===== config.mk =====
export PLATFORM = sky130hd
export DESIGN_NAME = base64_hash_candidate_check
export DESIGN_NICKNAME = d
export VERILOG_FILES = /design/src/hdl/b64hc_pkg.sv /design/src/hdl/base64_hash_candidate_check.sv
export VERILOG_INCLUDE_DIRS = /design/src /design/src/hdl
export SDC_FILE = /design/constraint.sdc
export NUM_CORES = 1
export LEC_CHECK = 0
export BUFFER_PORTS_ARGS = -buffer_cell sky130_fd_sc_hd__buf_2
export CAP_MARGIN = 40
export CORE_AREA = 2 2 138 140
export DETAILED_ROUTE_END_ITERATION = 6
export DIE_AREA = 0 0 140 142
export PLACE_DENSITY = 0.73
export REMOVE_ABC_BUFFERS = 1
export SYNTH_ARGS = -nofsm -noshare
export SYNTH_HDL_FRONTEND = slang
export SYNTH_SLANG_ARGS = --single-unit
export TNS_END_PERCENT = 50

===== constraint.sdc =====
create_clock -name clk -period 5.2 [get_ports clk]
set_input_delay 0.52 -clock clk [delete_from_list [all_inputs] [get_ports clk]]
set_output_delay 0.52 -clock clk [all_outputs]
set_load 0.02 [all_outputs]

===== src/hdl/base64_hash_candidate_check_defines.svh =====
// Assertion macros for the base64 hash candidate checker.
// Depends on nothing; the asserting module supplies clk and rst_n.
`ifndef BASE64_HASH_CANDIDATE_CHECK_DEFINES_SVH
`define BASE64_HASH_CANDIDATE_CHECK_DEFINES_SVH
`ifndef SYNTH
// same-cycle implication
`define B64HC_ASSERT_IMP(lbl, ante, cons) \
  lbl: assert property (@(posedge clk) disable iff (!rst_n) (ante) |-> (cons)) \
    else $error("b64hc assertion failed");
// next-cycle implication
`define B64HC_ASSERT_NXT(lbl, ante, cons) \
  lbl: assert property (@(posedge clk) disable iff (!rst_n) (ante) |=> (cons)) \
    else $error("b64hc assertion failed");
`else
`define B64HC_ASSERT_IMP(lbl, ante, cons)
`define B64HC_ASSERT_NXT(lbl, ante, cons)
`endif
`endif


===== src/hdl/b64hc_pkg.sv =====
// Types, constants and helper functions for the base64 hash candidate checker.
// No dependencies.
package b64hc_pkg;

  typedef enum logic [1:0] {
    ST_IDLE,
    ST_SCAN,
    ST_EMIT
  } st_t;

  // character classes; codes 5 and 7 unused
  typedef enum logic [2:0] {
    CLS_NONE  = 3'd0,
    CLS_UPPER = 3'd1,
    CLS_LOWER = 3'd2,
    CLS_DIGIT = 3'd3,
    CLS_PLUS  = 3'd4,
    CLS_SLASH = 3'd6
  } cls_t;

  localparam int unsigned DigitIndexBase = 26 + 26;
  localparam int unsigned PlusIndex      = 26 + 26 + 10;
  localparam int unsigned SlashIndex     = 26 + 26 + 10 + 1;

  localparam logic [7:0] DELTA_UPPER = 8'(0 - 65);
  localparam logic [7:0] DELTA_LOWER = 8'(26 - 97);
  localparam logic [7:0] DELTA_DIGIT = 8'(DigitIndexBase - 48);
  localparam logic [7:0] DELTA_PLUS  = 8'(PlusIndex - 43);
  localparam logic [7:0] DELTA_SLASH = 8'(SlashIndex - 47);
  localparam logic [7:0] DELTA_EMPTY = 8'h00;
  localparam logic [7:0] CHECK_EMPTY = 8'h80;   // most negative signed byte

  function automatic cls_t class_of(input logic [6:0] c);
    cls_t r;
    r = CLS_NONE;
    if (c >= 7'h41 && c <= 7'h5a)      r = CLS_UPPER;
    else if (c >= 7'h61 && c <= 7'h7a) r = CLS_LOWER;
    else if (c >= 7'h30 && c <= 7'h39) r = CLS_DIGIT;
    else if (c == 7'h2b)               r = CLS_PLUS;
    else if (c == 7'h2f)               r = CLS_SLASH;
    return r;
  endfunction

  function automatic logic [7:0] delta_of(input cls_t cls);
    logic [7:0] r;
    unique case (cls)
      CLS_UPPER: r = DELTA_UPPER;
      CLS_LOWER: r = DELTA_LOWER;
      CLS_DIGIT: r = DELTA_DIGIT;
      CLS_PLUS:  r = DELTA_PLUS;
      CLS_SLASH: r = DELTA_SLASH;
      default:   r = DELTA_EMPTY;
    endcase
    return r;
  endfunction

endpackage


===== src/hdl/base64_hash_candidate_check.sv =====
// Base64 decoding hash candidate checker, top level.
// Depends on b64hc_pkg and base64_hash_candidate_check_defines.svh.
//
// Usage notes:
// - Input channel (in_valid/in_ready/in_candidate): one word is one 64-bit
//   candidate, nibble k being the association value of codes c with c mod 16 = k.
// - Output channel (out_valid/out_ready/out_*): a failing candidate yields one
//   word (ok 0, bucket 0, value 0, last 1); a passing one yields sixteen words,
//   buckets 0..15 in order, last set on bucket 15.
// - cfg_we/cfg_wdata write check_mode (0 delta table, 1 check table); write it
//   only while the block is idle.
// - Operation: accept, then a scan of every 7-bit ASCII code (one code per cycle
//   through the single bucket/compare unit and the 16-entry table), then one
//   word per cycle while the receiver takes them. in_ready is high only when
//   idle.
// - A finished result in the output register does not block the next accept;
//   when the receiver stalls the output register holds, and emission waits.
// - Reset (synchronous, rst_n low) returns to idle, empties the output register,
//   clears the table valid bits and sets check_mode to delta.
`include "base64_hash_candidate_check_defines.svh"

module base64_hash_candidate_check (
  input  logic              clk,
  input  logic              rst_n,
  input  logic              cfg_we,
  input  logic              cfg_wdata,
  input  logic              in_valid,
  output logic              in_ready,
  input  logic [63:0]       in_candidate,
  output logic              out_valid,
  input  logic              out_ready,
  output logic              out_ok,
  output logic [3:0]        out_bucket,
  output logic signed [7:0] out_table_value,
  output logic              out_last
);

  // control
  b64hc_pkg::st_t state_r, state_nxt;
  logic           mode_r;
  logic [6:0]     cnt_r, cnt_nxt;      // code during scan, bucket during emit
  logic           pass_r, pass_nxt;
  logic [63:0]    cand_r;

  // bucket table: per-entry valid flags plus payload (class or earliest code)
  logic [15:0]    vld_r;
  logic [6:0]     ent_r [16];
  logic           tbl_we;
  logic [3:0]     tbl_wa;
  logic [6:0]     tbl_wd;

  // output register
  logic           out_valid_r, out_valid_nxt;
  logic           out_ok_r, out_ok_nxt;
  logic [3:0]     out_bucket_r, out_bucket_nxt;
  logic [7:0]     out_value_r, out_value_nxt;
  logic           out_last_r, out_last_nxt;

  // shared scan unit: bucket index and class of the current code
  logic [3:0]           nib;
  logic [4:0]           bsum;
  logic [3:0]           bkt;
  b64hc_pkg::cls_t      cls;
  logic                 hit;
  logic [6:0]           ent;
  logic [3:0]           ek;
  logic [6:0]           eent;
  logic                 evld;
  logic                 slot_free;
  logic                 accept;

  assign accept    = in_valid && in_ready;
  assign nib       = cand_r[{cnt_r[3:0], 2'b00} +: 4];
  assign bsum      = {1'b0, cnt_r[6:3]} + {1'b0, nib} + 5'd1;
  assign bkt       = bsum[4:1];
  assign cls       = b64hc_pkg::class_of(cnt_r);
  assign hit       = vld_r[bkt];
  assign ent       = ent_r[bkt];
  assign ek        = cnt_r[3:0];
  assign eent      = ent_r[ek];
  assign evld      = vld_r[ek];
  assign slot_free = !out_valid_r || out_ready;

  always_comb begin
    state_nxt      = state_r;
    cnt_nxt        = cnt_r;
    pass_nxt       = pass_r;
    tbl_we         = 1'b0;
    tbl_wa         = bkt;
    tbl_wd         = cnt_r;
    out_valid_nxt  = out_valid_r && !out_ready;
    out_ok_nxt     = out_ok_r;
    out_bucket_nxt = out_bucket_r;
    out_value_nxt  = out_value_r;
    out_last_nxt   = out_last_r;
    in_ready       = 1'b0;
    unique case (state_r)
      b64hc_pkg::ST_IDLE: begin
        in_ready = 1'b1;
        if (in_valid) begin
          state_nxt = b64hc_pkg::ST_SCAN;
          cnt_nxt   = '0;
          pass_nxt  = 1'b1;
        end
      end
      b64hc_pkg::ST_SCAN: begin
        if (!mode_r) begin
          // delta: all valid codes of a bucket share one class
          if (cls != b64hc_pkg::CLS_NONE) begin
            if (hit) begin
              if (ent != {4'b0000, cls}) pass_nxt = 1'b0;
            end else begin
              tbl_we = 1'b1;
              tbl_wd = {4'b0000, cls};
            end
          end
        end else begin
          // check: first valid code is kept; an invalid one after it fails
          if (cls != b64hc_pkg::CLS_NONE) begin
            tbl_we = !hit;
          end else if (hit) begin
            pass_nxt = 1'b0;
          end
        end
        cnt_nxt = cnt_r + 7'd1;
        if (cnt_r == 7'd127) begin
          state_nxt = b64hc_pkg::ST_EMIT;
        end
      end
      b64hc_pkg::ST_EMIT: begin
        if (slot_free) begin
          out_valid_nxt = 1'b1;
          if (!pass_r) begin
            out_ok_nxt     = 1'b0;
            out_bucket_nxt = '0;
            out_value_nxt  = 8'h00;
            out_last_nxt   = 1'b1;
            state_nxt      = b64hc_pkg::ST_IDLE;
          end else begin
            out_ok_nxt     = 1'b1;
            out_bucket_nxt = ek;
            if (!mode_r)
              out_value_nxt = evld ? b64hc_pkg::delta_of(b64hc_pkg::cls_t'(eent[2:0]))
                                   : b64hc_pkg::DELTA_EMPTY;
            else
              out_value_nxt = evld ? 8'(8'h00 - {1'b0, eent})
                                   : b64hc_pkg::CHECK_EMPTY;
            out_last_nxt   = (ek == 4'd15);
            cnt_nxt        = cnt_r + 7'd1;
            if (ek == 4'd15) state_nxt = b64hc_pkg::ST_IDLE;
          end
        end
      end
      default: state_nxt = b64hc_pkg::ST_IDLE;
    endcase
  end

  always_ff @(posedge clk) begin
    if (!rst_n) begin
      state_r     <= b64hc_pkg::ST_IDLE;
      mode_r      <= 1'b0;
      out_valid_r <= 1'b0;
      vld_r       <= '0;
      cnt_r       <= '0;
      pass_r      <= 1'b1;
    end else begin
      state_r     <= state_nxt;
      out_valid_r <= out_valid_nxt;
      cnt_r       <= cnt_nxt;
      pass_r      <= pass_nxt;
      if (cfg_we) mode_r <= cfg_wdata;
      if (accept) vld_r <= '0;
      else if (tbl_we) vld_r[tbl_wa] <= 1'b1;
    end
  end

  // payload, no reset
  always_ff @(posedge clk) begin
    if (accept) cand_r <= in_candidate;
    if (tbl_we) ent_r[tbl_wa] <= tbl_wd;
    out_ok_r     <= out_ok_nxt;
    out_bucket_r <= out_bucket_nxt;
    out_value_r  <= out_value_nxt;
    out_last_r   <= out_last_nxt;
  end

  assign out_valid       = out_valid_r;
  assign out_ok          = out_ok_r;
  assign out_bucket      = out_bucket_r;
  assign out_table_value = signed'(out_value_r);
  assign out_last        = out_last_r;

  // a failing candidate's word is final and carries bucket 0
  `B64HC_ASSERT_IMP(a_fail_word, out_valid && !out_ok, out_last && out_bucket == 4'd0)
  // only bucket 15 closes a passing candidate
  `B64HC_ASSERT_IMP(a_pass_last, out_valid && out_ok && out_last, out_bucket == 4'd15)
  // an accepted word starts a scan at code 0
  `B64HC_ASSERT_NXT(a_scan_start, in_valid && in_ready, !in_ready && cnt_r == 7'd0)
  // the scan ends after code 127 and moves to emission
  `B64HC_ASSERT_NXT(a_scan_end, state_r == b64hc_pkg::ST_SCAN && cnt_r == 7'd127,
                    state_r == b64hc_pkg::ST_EMIT && cnt_r == 7'd0)

endmodule

==> results of run 1 <==
[state kept, by name, indices dropped and copies added, names as in the netlist, named ones only]
| signal | flops |
|---|---|
| out_table_value | 8 |
| out_bucket | 4 |
| out_valid | 1 |
| cnt_r | 7 |
| out_ok | 1 |
| vld_r | 16 |
| cand_r | 56 |
| out_last | 1 |
| state_r | 2 |
| pass_r | 1 |
| mode_r | 1 |
| ent_r | 112 |
[kinds of logic (layout without fill, tap and decap cells)]
| family | Yosys count | after routing | synth area share (%) |
|---|---|---|---|
| flops | 214 | 214 | 62.7 |
| simple gates | 138 | 138 | 7.94 |
| mux | 96 | 96 | 18.1 |
| buf+inv | 52 | 168 | 2.11 |
| fa+ha+maj | 15 | 15 | 2.00 |
| compound gates | 84 | 84 | 6.06 |
| xor+xnor | 11 | 11 | 1.07 |
[cell usage after synthesis (6+ instances only)]
cell      count  share of area [%]
edfxtp_1    182                 56
mux4_2       64                 15
dfxtp_1      32                6.6
mux2i_1      28                2.9
clkbuf_1     26                1.0
nor2_1       26                1.0
nand2_1      25               0.96
o21a_1       21                1.6
a21oi_1      20                1.0
inv_1        18               0.69
nor4_1       16                1.0
ha_1         14                1.8
nor3_1       13               0.67
o21ai_0      13               0.67
nor2b_1      12               0.77
and2_1        7               0.45
xnor2_1       6               0.54
[cell usage in the layout, fill, tap and decap left out, types with 3 or more instances in the layout]
| cell | synthesis | routed |
|---|---|---|
| clkbuf_16 | 0 | 23 |
| buf_2 | 2 | 77 |
| nand2b_1 | 4 | 4 |
| ha_1 | 14 | 14 |
| nor2_1 | 26 | 26 |
| mux2i_1 | 28 | 28 |
| bufinv_16 | 0 | 3 |
| nor3_1 | 13 | 13 |
| nor4b_1 | 3 | 3 |
| nor3b_1 | 5 | 5 |
| o221ai_1 | 5 | 5 |
| mux4_2 | 64 | 64 |
| inv_1 | 18 | 17 |
| nor4_1 | 16 | 16 |
| nand2_1 | 25 | 25 |
| xnor2_1 | 6 | 5 |
| and3_1 | 3 | 3 |
| nor2b_1 | 12 | 12 |
| buf_4 | 2 | 31 |
| nand4_1 | 3 | 3 |
| and2_1 | 7 | 7 |
| edfxtp_1 | 182 | 182 |
| xor2_1 | 4 | 4 |
| dfxtp_1 | 32 | 30 |
| o21ai_0 | 13 | 13 |
| mux2_2 | 3 | 3 |
| or4_1 | 3 | 3 |
| clkbuf_1 | 26 | 5 |
| nand3_1 | 4 | 4 |
| o21a_1 | 21 | 21 |
| clkinv_2 | 0 | 5 |
| a21oi_1 | 20 | 19 |
[metrics by stage]
step	instances	setup WS [ns]	utilization, %	hold slack [ns]
finish	960	0.558	61.3	0.184
global route	960	0.182	61.3	0.171
CTS	960	0.530	61.3	0.168
detailed placement	920	0.581	57.2	0.477
global placement	918	0.677	57.0	0.466
floorplan	576	-1.60	-	0.452
[layer usage]
layer | up-vias | GRT usage (%) | share of wire [%]
li1 | 2646 | - | -
met4 | 0 | 6.11 | 2.3
met5 | - | 0 | 0
met2 | 250 | 34.4 | 49
met1 | 2981 | 30.6 | 42
met3 | 37 | 2.83 | 6.2
[final cells by class]
class,instances,area [um^2],area share (%)
Multi-Input combinational cell,344,3440,30.4
Clock buffer,30,622,5.50
Sequential cell,214,6110,54.0
Inverter,18,67.6,0.597
Clock inverter,10,126,1.12
Timing Repair Buffer,110,653,5.77
Tap cell,234,293,2.59
[worst paths after layout]
path                                from                endpoint  slack (ns)  cells after the start
setup / recovery   cnt_r[1]$_SDFFE_PN0P_  ent_r[13][5]$_DFFE_PP_        0.56                     12
hold / removal          in_candidate[34]    cand_r[34]$_DFFE_PP_        0.18                      1
setup reg to reg   cnt_r[1]$_SDFFE_PN0P_  ent_r[13][5]$_DFFE_PP_        0.56                     12
hold reg to reg   vld_r[14]$_SDFFE_PP0P_  vld_r[14]$_SDFFE_PP0P_        0.49                      1
[report_power, final]
| part | switching (mW) | internal, mW |
|---|---|---|
| Combinational | 0.242 | 0.190 |
| Clock | 0.630 | 0.986 |
| Sequential | 0.0213 | 1.90 |
[worst max-delay path, delay by kind of cell (launching register included)]
kind          cells  cell delay, ns
mux               4            1.64
flops             1            0.63
xor+xnor          1            0.24
buf+inv           2            0.52
simple gates      4            1.02
fa+ha+maj         1            0.27
==> metrics.md, run 1 <==
| Metric | Value |
|---|---|
| Slew Limit Fails | 0 |
| CP max-delay cell | dfxtp_1 |
| ANT nets after route | 0 |
| Critical path required time | about 5.4 ns |
| # rows | 50 |
| CP arrival | 4.85 ns |
| Area grow syn2layout | 16.1% |
| Synth unique cells | 60 |
| Vias in the first global route | a little under 6000 |
| Status | finished with violations |
| Core area | approximately 18000 um^2 |
| Latest clock arrival within the worst-skew pair | 0.51 ns |
| Die area | 19900 um^2 |
| Clk_skew | 0.0199 ns |
| First-pass GRT wire length | 32.3 mm |
| Failing checks | DRC |
| Fill cell total of the finished layout | between 1000 and 1500 |
| P_leak | 3.96 nW |
| Sink Count | 214 |
| RSZ-0062 raised after global routing | false |
| GRT Total Usage | 21.2% |
| Post-synth ARST share | 0% |
| Post-DP HPWL | 15.1 mm |
| DP Area | ~11000 um^2 |
| Final WL | about 21 mm |
| Initial drt markers | between 700 and 800 |
| Port Buf Inserts | 77 |
| Final Hold Viols | 0 |
| DR pass1 iterations | 7 |
| Top FF cell, synth | edfxtp_1 |
| Post-CTS Resized | 0 |
| Total Power | 3.97 mW |
| Vias post-DR | 5914 |
| DRC violations left | 6 |
| Max Freq | around 0.22 GHz |
| Htree depth | 1 |
| Mean Syn Cell Area | approximately 16 um^2 |
| WL/cell | 22.0 um |
| Post-CTS Setup Bufs | 0 |
| Syn Inst Count | 610 |
| Post-synth EDFFs | between 150 and 200 |
| Antenna Cells | 0 |
| Layout cell share with drive strength beyond 1 | a little under a third |
| CTS tree | done |
| Peak supply drop | between 0.2 and 0.3 mV |
| Chip Width | 140 um |
| #FFs+latches synth | 214 |
| Nets | between 700 and 800 |
| Critical path launch point type | flop |
| Critical path class | flop to flop |
| Drt via density | between 6 and 7 |
| CTS root buffer | clkbuf_16 |
| Largest net degree at the start of global routing | 57 |
| Hold Crit Class | input pin to flop |
| Starting density of the core | 52.8% |
| Placer Congestion | between 0.8 and 0.9 |
| Fraction of the yosys area taken by sequential cells | a little over three fifths |
| Setup TNS | 0 ns |
| Power Density | 351 nW/um^2 |
| Crit. End Element | flop |
| Clock slew at reported path FFs | 0.07 ns |
| # hold bufs at CTS | 0 |
| TritonCTS buffer count | 22 |
| Mapped Area | ~9700 um^2 |
| Fin area | approximately 11000 um^2 |
| Cell-by-cell trace of the critical path | buf_4 > mux2_1 > mux4_2 > nor2_1 > fa_1 > xnor2_2 > mux4_2 > mux2i_1 > nand4b_1 > nor2b_1 > nor3b_1 > buf_4 |
| Slew margin rel. | between 50 and 60% |
| Period utilisation layout | 89.3% |
| CTS max path bufs | 3 |
| Initial antenna violation count | 0 |
| Io pins | 86 |
| Synth warn | 0 |
| Max_cap viols | 0 |
| Grt total ovfl | 0 |
| CP Max Fanout | 13 |
| # setup viols final | 0 |
| Least-Margin Pin Slew | 0.739 ns |
| Worst stage delay on the critical path | 0.63 ns |
| Die Span Y | roughly 140 um |
| Period minus WS final | roughly 4.6 ns |
(Power assumes the default switching activity.)
==> run 2: changes to the inputs <==
Settings changed: BUFFER_PORTS_ARGS -buffer_cell sky130_fd_sc_hd__buf_2 to -buffer_cell sky130_fd_sc_hd__buf_4, GPL_TIMING_DRIVEN set to 1.
==> run 2 against run 1 <==
  * The run still ends with DRC left
  * Final area grew 2.1%
  * Clock-buffer cell count grew 3
  * Power grew 2.3%
  * Die area is the same
  * First-iteration DRC count shrank 16%
  * Worst setup slack lost 0.085 ns
  * Combinational power grew 3%
  * Flip-flop and latch count is the same
  * Non-clock buffer count grew 1
  * Critical path depth grew 3
  * Core utilization grew 1.3 points
  * Critical path type unchanged
  * Largest cell class unchanged
  * Largest power group unchanged
  * Highest routed layer unchanged
==> metrics.md, run 2 (synthesis gave the netlist of run 1 again) <==
| Metric | Value |
|---|---|
| Antenna Cells | 0 (unchanged) |
| Post-DP HPWL | 15.1 mm (about the same) |
| Core area | 18500 um^2 (unchanged) |
| Largest register FFs | 112 (unchanged) |
| Post-CTS Resized | 0 (unchanged) |
| Status | finished with violations (unchanged) |
| CTS max path bufs | 3 (unchanged) |
| Htree depth | 1 (unchanged) |
| Post-CTS Setup Bufs | 0 (unchanged) |
| First-pass GRT wire length | 32.9 mm (was 32.3 mm) |
| ANT nets after route | 0 (unchanged) |
| Vias in the first global route | 5953 (was 5806) |
| Power Density | 352 nW/um^2 (was 351 nW/um^2) |
| Placer Congestion | 0.848 (was 0.849) |
| Fill cell total of the finished layout | 1299 (was 1272) |
| Hold Crit Class | input pin to flop (unchanged) |
| Biggest register | ent_r (unchanged) |
| Critical path required time | 5.56 ns (was 5.41 ns) |
| GRT Total Usage | 21.5% (was 21.2%) |
| Setup TNS | 0 ns (unchanged) |
| Port Buf Inserts | 77 (unchanged) |
| Period utilisation layout | 90.9% (was 89.3%) |
| Die Span Y | 142 um (unchanged) |
| Core Util, Final | 62.6% (was 61.3%) |
| Clk_skew | 0.0297 ns (was 0.0199 ns) |
| Peak supply drop | 0.283 mV (was 0.291 mV) |
| Nets | 798 (was 795) |
| Largest net degree at the start of global routing | 57 (unchanged) |
| CP endpoint | ent_r[10][1]$_DFFE_PP_ (was ent_r[13][5]$_DFFE_PP_) |
| CP arrival | 5.08 ns (was 4.85 ns) |
| Io pins | 86 (unchanged) |
| # setup viols final | 0 (unchanged) |
| Drt via density | 6.14 (was 6.16) |
| CTS tree | done (unchanged) |
| Leading cell type in the layout, fill and taps excluded | edfxtp_1 (unchanged) |
| Commonest non-fill, non-tap cells in the layout | edfxtp_1, buf_4, mux4_2 (was edfxtp_1, buf_2, mux4_2) |
| Initial antenna violation count | 0 (unchanged) |
| Area of the multi-input gates | 3440 um^2 (unchanged) |
| TritonCTS buffer count | 24 (was 22) |
| DRC violations left | 6 (unchanged) |
| RSZ-0062 raised after global routing | false (unchanged) |
| Worst r2r src | cnt_r[1]$_SDFFE_PN0P_ (unchanged) |
| # rows | 50 (unchanged) |
| WL/cell | 22.0 um (about the same) |
| CP startpoint | cnt_r[1]$_SDFFE_PN0P_ (unchanged) |
| Clock slew at reported path FFs | 0.06 ns (was 0.07 ns) |
| Critical path launch point type | flop (unchanged) |
| Initial drt markers | 620 (was 734) |
| Starting density of the core | 52.8% (unchanged) |
| CTS root buffer | clkbuf_16 (unchanged) |
| Max_cap viols | 0 (unchanged) |
| Period minus WS final | 4.73 ns (was 4.64 ns) |
| Reg2Reg Setup Slack | 0.47 ns (was 0.56 ns) |
| Max Freq | 0.212 GHz (was 0.215 GHz) |
| Crit. End Element | flop (unchanged) |
| Final WL | 21.2 mm (was 21.1 mm) |
| Failing checks | DRC (unchanged) |
| Slew Limit Fails | 0 (unchanged) |
| Regs by FF count | ent_r: 112 flops, cand_r: 56 flops, vld_r: 16 flops (unchanged) |
| Final Hold Viols | 0 (unchanged) |
| # hold bufs at CTS | 0 (unchanged) |
| Latest clock arrival within the worst-skew pair | 0.54 ns (was 0.51 ns) |
| Seq. cell area | 6110 um^2 (unchanged) |
| Slew margin rel. | 40.9% (was 50.2%) |
| Worst Reg-to-Reg Cells | 15 (was 12) |
| Die area | 19900 um^2 (unchanged) |
| Critical path class | flop to flop (unchanged) |
| CP Max Fanout | 27 (was 13) |
| Chip Width | 140 um (unchanged) |
| Grt total ovfl | 0 (unchanged) |
| DR pass1 iterations | 7 (unchanged) |
| Layout cell share with drive strength beyond 1 | 31.0% (was 31.4%) |
| P_leak | 4.05 nW (was 3.96 nW) |
| Sink Count | 214 (unchanged) |
| Area grow syn2layout | 18.6% (was 16.1%) |
| Vias post-DR | 5916 (was 5914) |
| R2R Path End | ent_r[10][1]$_DFFE_PP_ (was ent_r[13][5]$_DFFE_PP_) |
| Least-Margin Pin Slew | 0.885 ns (was 0.739 ns) |
[run 2: cell count changes in the layout (fill, tap and decap cells not counted), sizes merged]
cell    before  now
inv         18   19
clkinv       6    5
clkbuf      30   33
buf        110  111
[run 2: worst min path at each step]
stage	startpoint	depth (start not counted)	slack (ns)	end
floorplan	vld_r[15]$_SDFFE_PP0P_	1	0.45	vld_r[15]$_SDFFE_PP0P_
global placement	vld_r[6]$_SDFFE_PP0P_	1	0.46	vld_r[6]$_SDFFE_PP0P_
detailed placement	vld_r[6]$_SDFFE_PP0P_	1	0.48	vld_r[6]$_SDFFE_PP0P_
CTS	in_candidate[17]	1	0.15	cand_r[17]$_DFFE_PP_
global route	in_candidate[9]	1	0.15	cand_r[9]$_DFFE_PP_
finish	in_candidate[38]	1	0.16	cand_r[38]$_DFFE_PP_
[run 2: worst max-delay path, stage by stage (launching register included)]
cell      delay (ns)
dfxtp_1         0.66
nand2_1         0.28
o221ai_1        0.28
o32a_1          0.18
o21ai_0         0.15
fa_1            0.52
xnor2_2         0.31
buf_4           0.47
mux4_2          0.57
mux2i_1         0.16
mux2i_1         0.12
nor3_1          0.21
buf_4           0.20
nand2_1         0.06
o21ai_0         0.13
buf_4           0.24
[run 2: layer usage]
layer  GRT usage (%)  share of wire, %  vias up
met5               0                 0        -
met4            6.80               3.3        0
met3            3.63               6.3       51
met2            35.8                49      244
met1            29.4                41     2966
li1                -                 -     2655
[run 2: final cells by class]
type / count / share of cell area, %
clock buffer: 33 / 5.58
clock inverter: 10 / 1.33
inverter: 18 / 0.585
multi-input combinational: 344 / 29.8
sequential: 214 / 52.9
tap: 234 / 2.53
timing repair buffer: 111 / 7.32
[run 2: where the power goes]
group,total (mW),switching (mW),internal [mW]
logic,0.444,0.243,0.202
clock network,1.69,0.669,1.02
registers,1.93,0.0232,1.90
[run 2: metrics by stage]
| step | area (um^2) | total power, mW | hold slack (ns) | setup WS [ns] | instances |
|---|---|---|---|---|---|
| floorplan | 9600 | 2.26 | 0.452 | -1.60 | 576 |
| global placement | 10700 | 2.39 | 0.464 | 0.650 | 920 |
| detailed placement | 10800 | 2.41 | 0.477 | 0.586 | 921 |
| CTS | 11600 | 4.08 | 0.152 | 0.473 | 964 |
| global route | 11600 | 4.19 | 0.148 | 0.00645 | 964 |
| finish | 11600 | 4.06 | 0.158 | 0.473 | 964 |
==> run 3: changes to the inputs <==
Settings changed: RECOVER_POWER set to 50.
==> run 3 against run 2 <==
  * Sequential share of layout area up 0.49 points
  * Largest power group unchanged
  * Fmax is 2.4% lower
  * The run ends with DRC, capacitance limit, slew limit left
  * Flip-flop and latch count is the same
  * Final area shrank 0.92%
  * Core utilization decreased by 0.58 points
  * Highest routed layer unchanged
  * Clock power barely moved
  * Routed wire length is essentially flat
  * Die area stayed put
  * Sequential power hardly changed
  * Register-to-register slack got worse by 0.12 ns
  * Power is 0.24% lower
==> metrics.md, run 3 (synthesis gave the netlist of run 1 again) <==
| Metric | Value |
|---|---|
| Failing checks | DRC, capacitance limit, slew limit (was DRC) |
| Clk_skew | 0.0291 ns (was 0.0297 ns) |
| Regs by FF count | ent_r: 112 flops, cand_r: 56 flops, vld_r: 16 flops (unchanged) |
| First-pass GRT wire length | 32.9 mm (unchanged) |
| Power Density | 354 nW/um^2 (was 352 nW/um^2) |
| Largest net degree at the start of global routing | 57 (unchanged) |
| Vias post-DR | 5903 (was 5916) |
| Core area | 18500 um^2 (unchanged) |
| Pint | 3.13 mW (about the same) |
| Post-CTS Setup Bufs | 0 (unchanged) |
| CTS root buffer | clkbuf_16 (unchanged) |
| Critical path launch point type | flop (unchanged) |
| Drt via density | 6.12 (was 6.14) |
| Period utilisation layout | 93.2% (was 90.9%) |
| Post-DP HPWL | 15.1 mm (unchanged) |
| Peak supply drop | 0.282 mV (was 0.283 mV) |
| Htree depth | 1 (unchanged) |
| Seq. cell area | 6110 um^2 (unchanged) |
| P_leak | 3.94 nW (was 4.05 nW) |
| Clock slew at reported path FFs | 0.06 ns (about the same) |
| Largest register FFs | 112 (unchanged) |
| P_sw | 928 uW (was 935 uW) |
| # setup viols final | 0 (unchanged) |
| CP arrival | 5.09 ns (was 5.08 ns) |
| WL/cell | 22.0 um (about the same) |
| Port Buf Inserts | 77 (unchanged) |
| Critical path class | flop to flop (unchanged) |
| Commonest non-fill, non-tap cells in the layout | edfxtp_1, mux4_2, clkbuf_4 (was edfxtp_1, buf_4, mux4_2) |
| CP Max Fanout | 15 (was 27) |
| Core Util, Final | 62.0% (was 62.6%) |
| Leading cell type in the layout, fill and taps excluded | edfxtp_1 (unchanged) |
| Starting density of the core | 52.8% (unchanged) |
| Crit. End Element | flop (unchanged) |
| DRC violations left | 6 (unchanged) |
| Die area | 19900 um^2 (unchanged) |
| Area of the multi-input gates | 3410 um^2 (was 3440 um^2) |
| Fill cell total of the finished layout | 1316 (was 1299) |
| # rows | 50 (unchanged) |
| Least-Margin Pin Slew | 2.92 ns (was 0.885 ns) |
| Clock share of power | 41.6% (about the same) |
| Die Span Y | 142 um (unchanged) |
| Io pins | 86 (unchanged) |
| Fin cells | 964 (unchanged) |
| Nets | 798 (unchanged) |
| Placer Congestion | 0.848 (unchanged) |
| Sw frac | 22.9% (was 23.0%) |
| Sequential Power Share | 47.6% (was 47.4%) |
| Max_cap viols | 1 (was 0) |
| Latest clock arrival within the worst-skew pair | 0.54 ns (about the same) |
| Chip Width | 140 um (unchanged) |
| Initial drt markers | 623 (was 620) |
| CTS max path bufs | 3 (unchanged) |
| RSZ-0062 raised after global routing | false (unchanged) |
| Slew Limit Fails | 57 (was 0) |
| DR pass1 iterations | 7 (unchanged) |
| Vias in the first global route | 5953 (unchanged) |
| Sink Count | 214 (unchanged) |
| Area grow syn2layout | 17.5% (was 18.6%) |
| ANT nets after route | 0 (unchanged) |
| Post-CTS Resized | 0 (unchanged) |
| Final Hold Viols | 0 (unchanged) |
| # hold bufs at CTS | 0 (unchanged) |
| Grt total ovfl | 0 (unchanged) |
| Biggest register | ent_r (unchanged) |
| Slew margin rel. | -94.9% (was 40.9%) |
| Critical path required time | 5.44 ns (was 5.56 ns) |
| GRT Total Usage | 21.5% (unchanged) |
| Layout cell share with drive strength beyond 1 | 27.4% (was 31.0%) |
| Combinational power share | 10.7% (was 10.9%) |
| Initial antenna violation count | 0 (unchanged) |
| Placed cells | 921 (unchanged) |
| Status | finished with violations (unchanged) |
| Period minus WS final | 4.85 ns (was 4.73 ns) |
| Max Freq | 0.206 GHz (was 0.212 GHz) |
| Antenna Cells | 0 (unchanged) |
| Final WL | 21.2 mm (about the same) |
| TritonCTS buffer count | 24 (unchanged) |
| Hold Crit Class | input pin to flop (unchanged) |
| CTS tree | done (unchanged) |
[run 3: cell types whose count changed in the layout (fill, tap and decap cells not counted), sizes merged]
cell and change:
inv -1, buf -77, clkbuf +77, clkinv +1
[run 3: layer usage]
layer	routed length, um	part of all wire (%)	global-route usage (%)
met4	670	3.2	6.80
met5	0	0	0
met2	10400	49	35.8
met3	1320	6.2	3.63
met1	8830	42	29.4
[run 3: worst max-delay path, cell delays in order (launching register included)]
cell,delay [ns]
dfxtp_2,0.62
mux4_2,0.58
o21ai_0,0.15
inv_1,0.05
o21ai_0,0.30
inv_1,0.08
ha_1,0.28
nor3_1,0.04
nor2_1,0.19
o41ai_4,0.11
xnor2_1,0.79
nand4b_1,0.49
nor2b_1,0.35
nor3b_1,0.32
buf_4,0.22
[run 3: final timing paths]
check,start,endpoint,slack (ns),cells past startpoint
max,cnt_r[0]$_SDFFE_PN0P_,ent_r[13][1]$_DFFE_PP_,0.35,14
min,in_candidate[17],cand_r[17]$_DFFE_PP_,0.18,1
max reg2reg,cnt_r[0]$_SDFFE_PN0P_,ent_r[13][1]$_DFFE_PP_,0.35,14
min reg2reg,vld_r[15]$_SDFFE_PP0P_,vld_r[15]$_SDFFE_PP0P_,0.50,1
[run 3: area by class of cell]
cell class,count,share of cell area (%)
clock buffer,33,5.63
clock inverter,10,1.34
tap,234,2.56
sequential,214,53.4
inverter,18,0.590
timing repair buffer,111,6.70
multi-input combinational,344,29.8
[run 3: per-stage QoR]
stage / power [mW] / setup WS (ns) / instance area [um^2] / hold WS (ns) / setup TNS [ns]
final: 4.05 / 0.354 / 11400 / 0.180 / 0
after global routing: 4.18 / 0.0161 / 11400 / 0.171 / 0
after CTS: 4.08 / 0.473 / 11600 / 0.152 / 0
after global placement: 2.39 / 0.650 / 10700 / 0.464 / 0
after detailed placement: 2.41 / 0.586 / 10800 / 0.477 / 0
after floorplan: 2.26 / -1.60 / 9600 / 0.452 / -317.36
[run 3: power by group through the flow]
stage               registers (mW)  clock network [mW]  logic [mW]
finish                        1.93                1.69       0.435
floorplan                     1.97                   0       0.288
global route                  1.93                1.78       0.468
detailed placement            1.96                   0       0.442
global placement              1.97                   0       0.416
CTS                           1.93                1.71       0.445
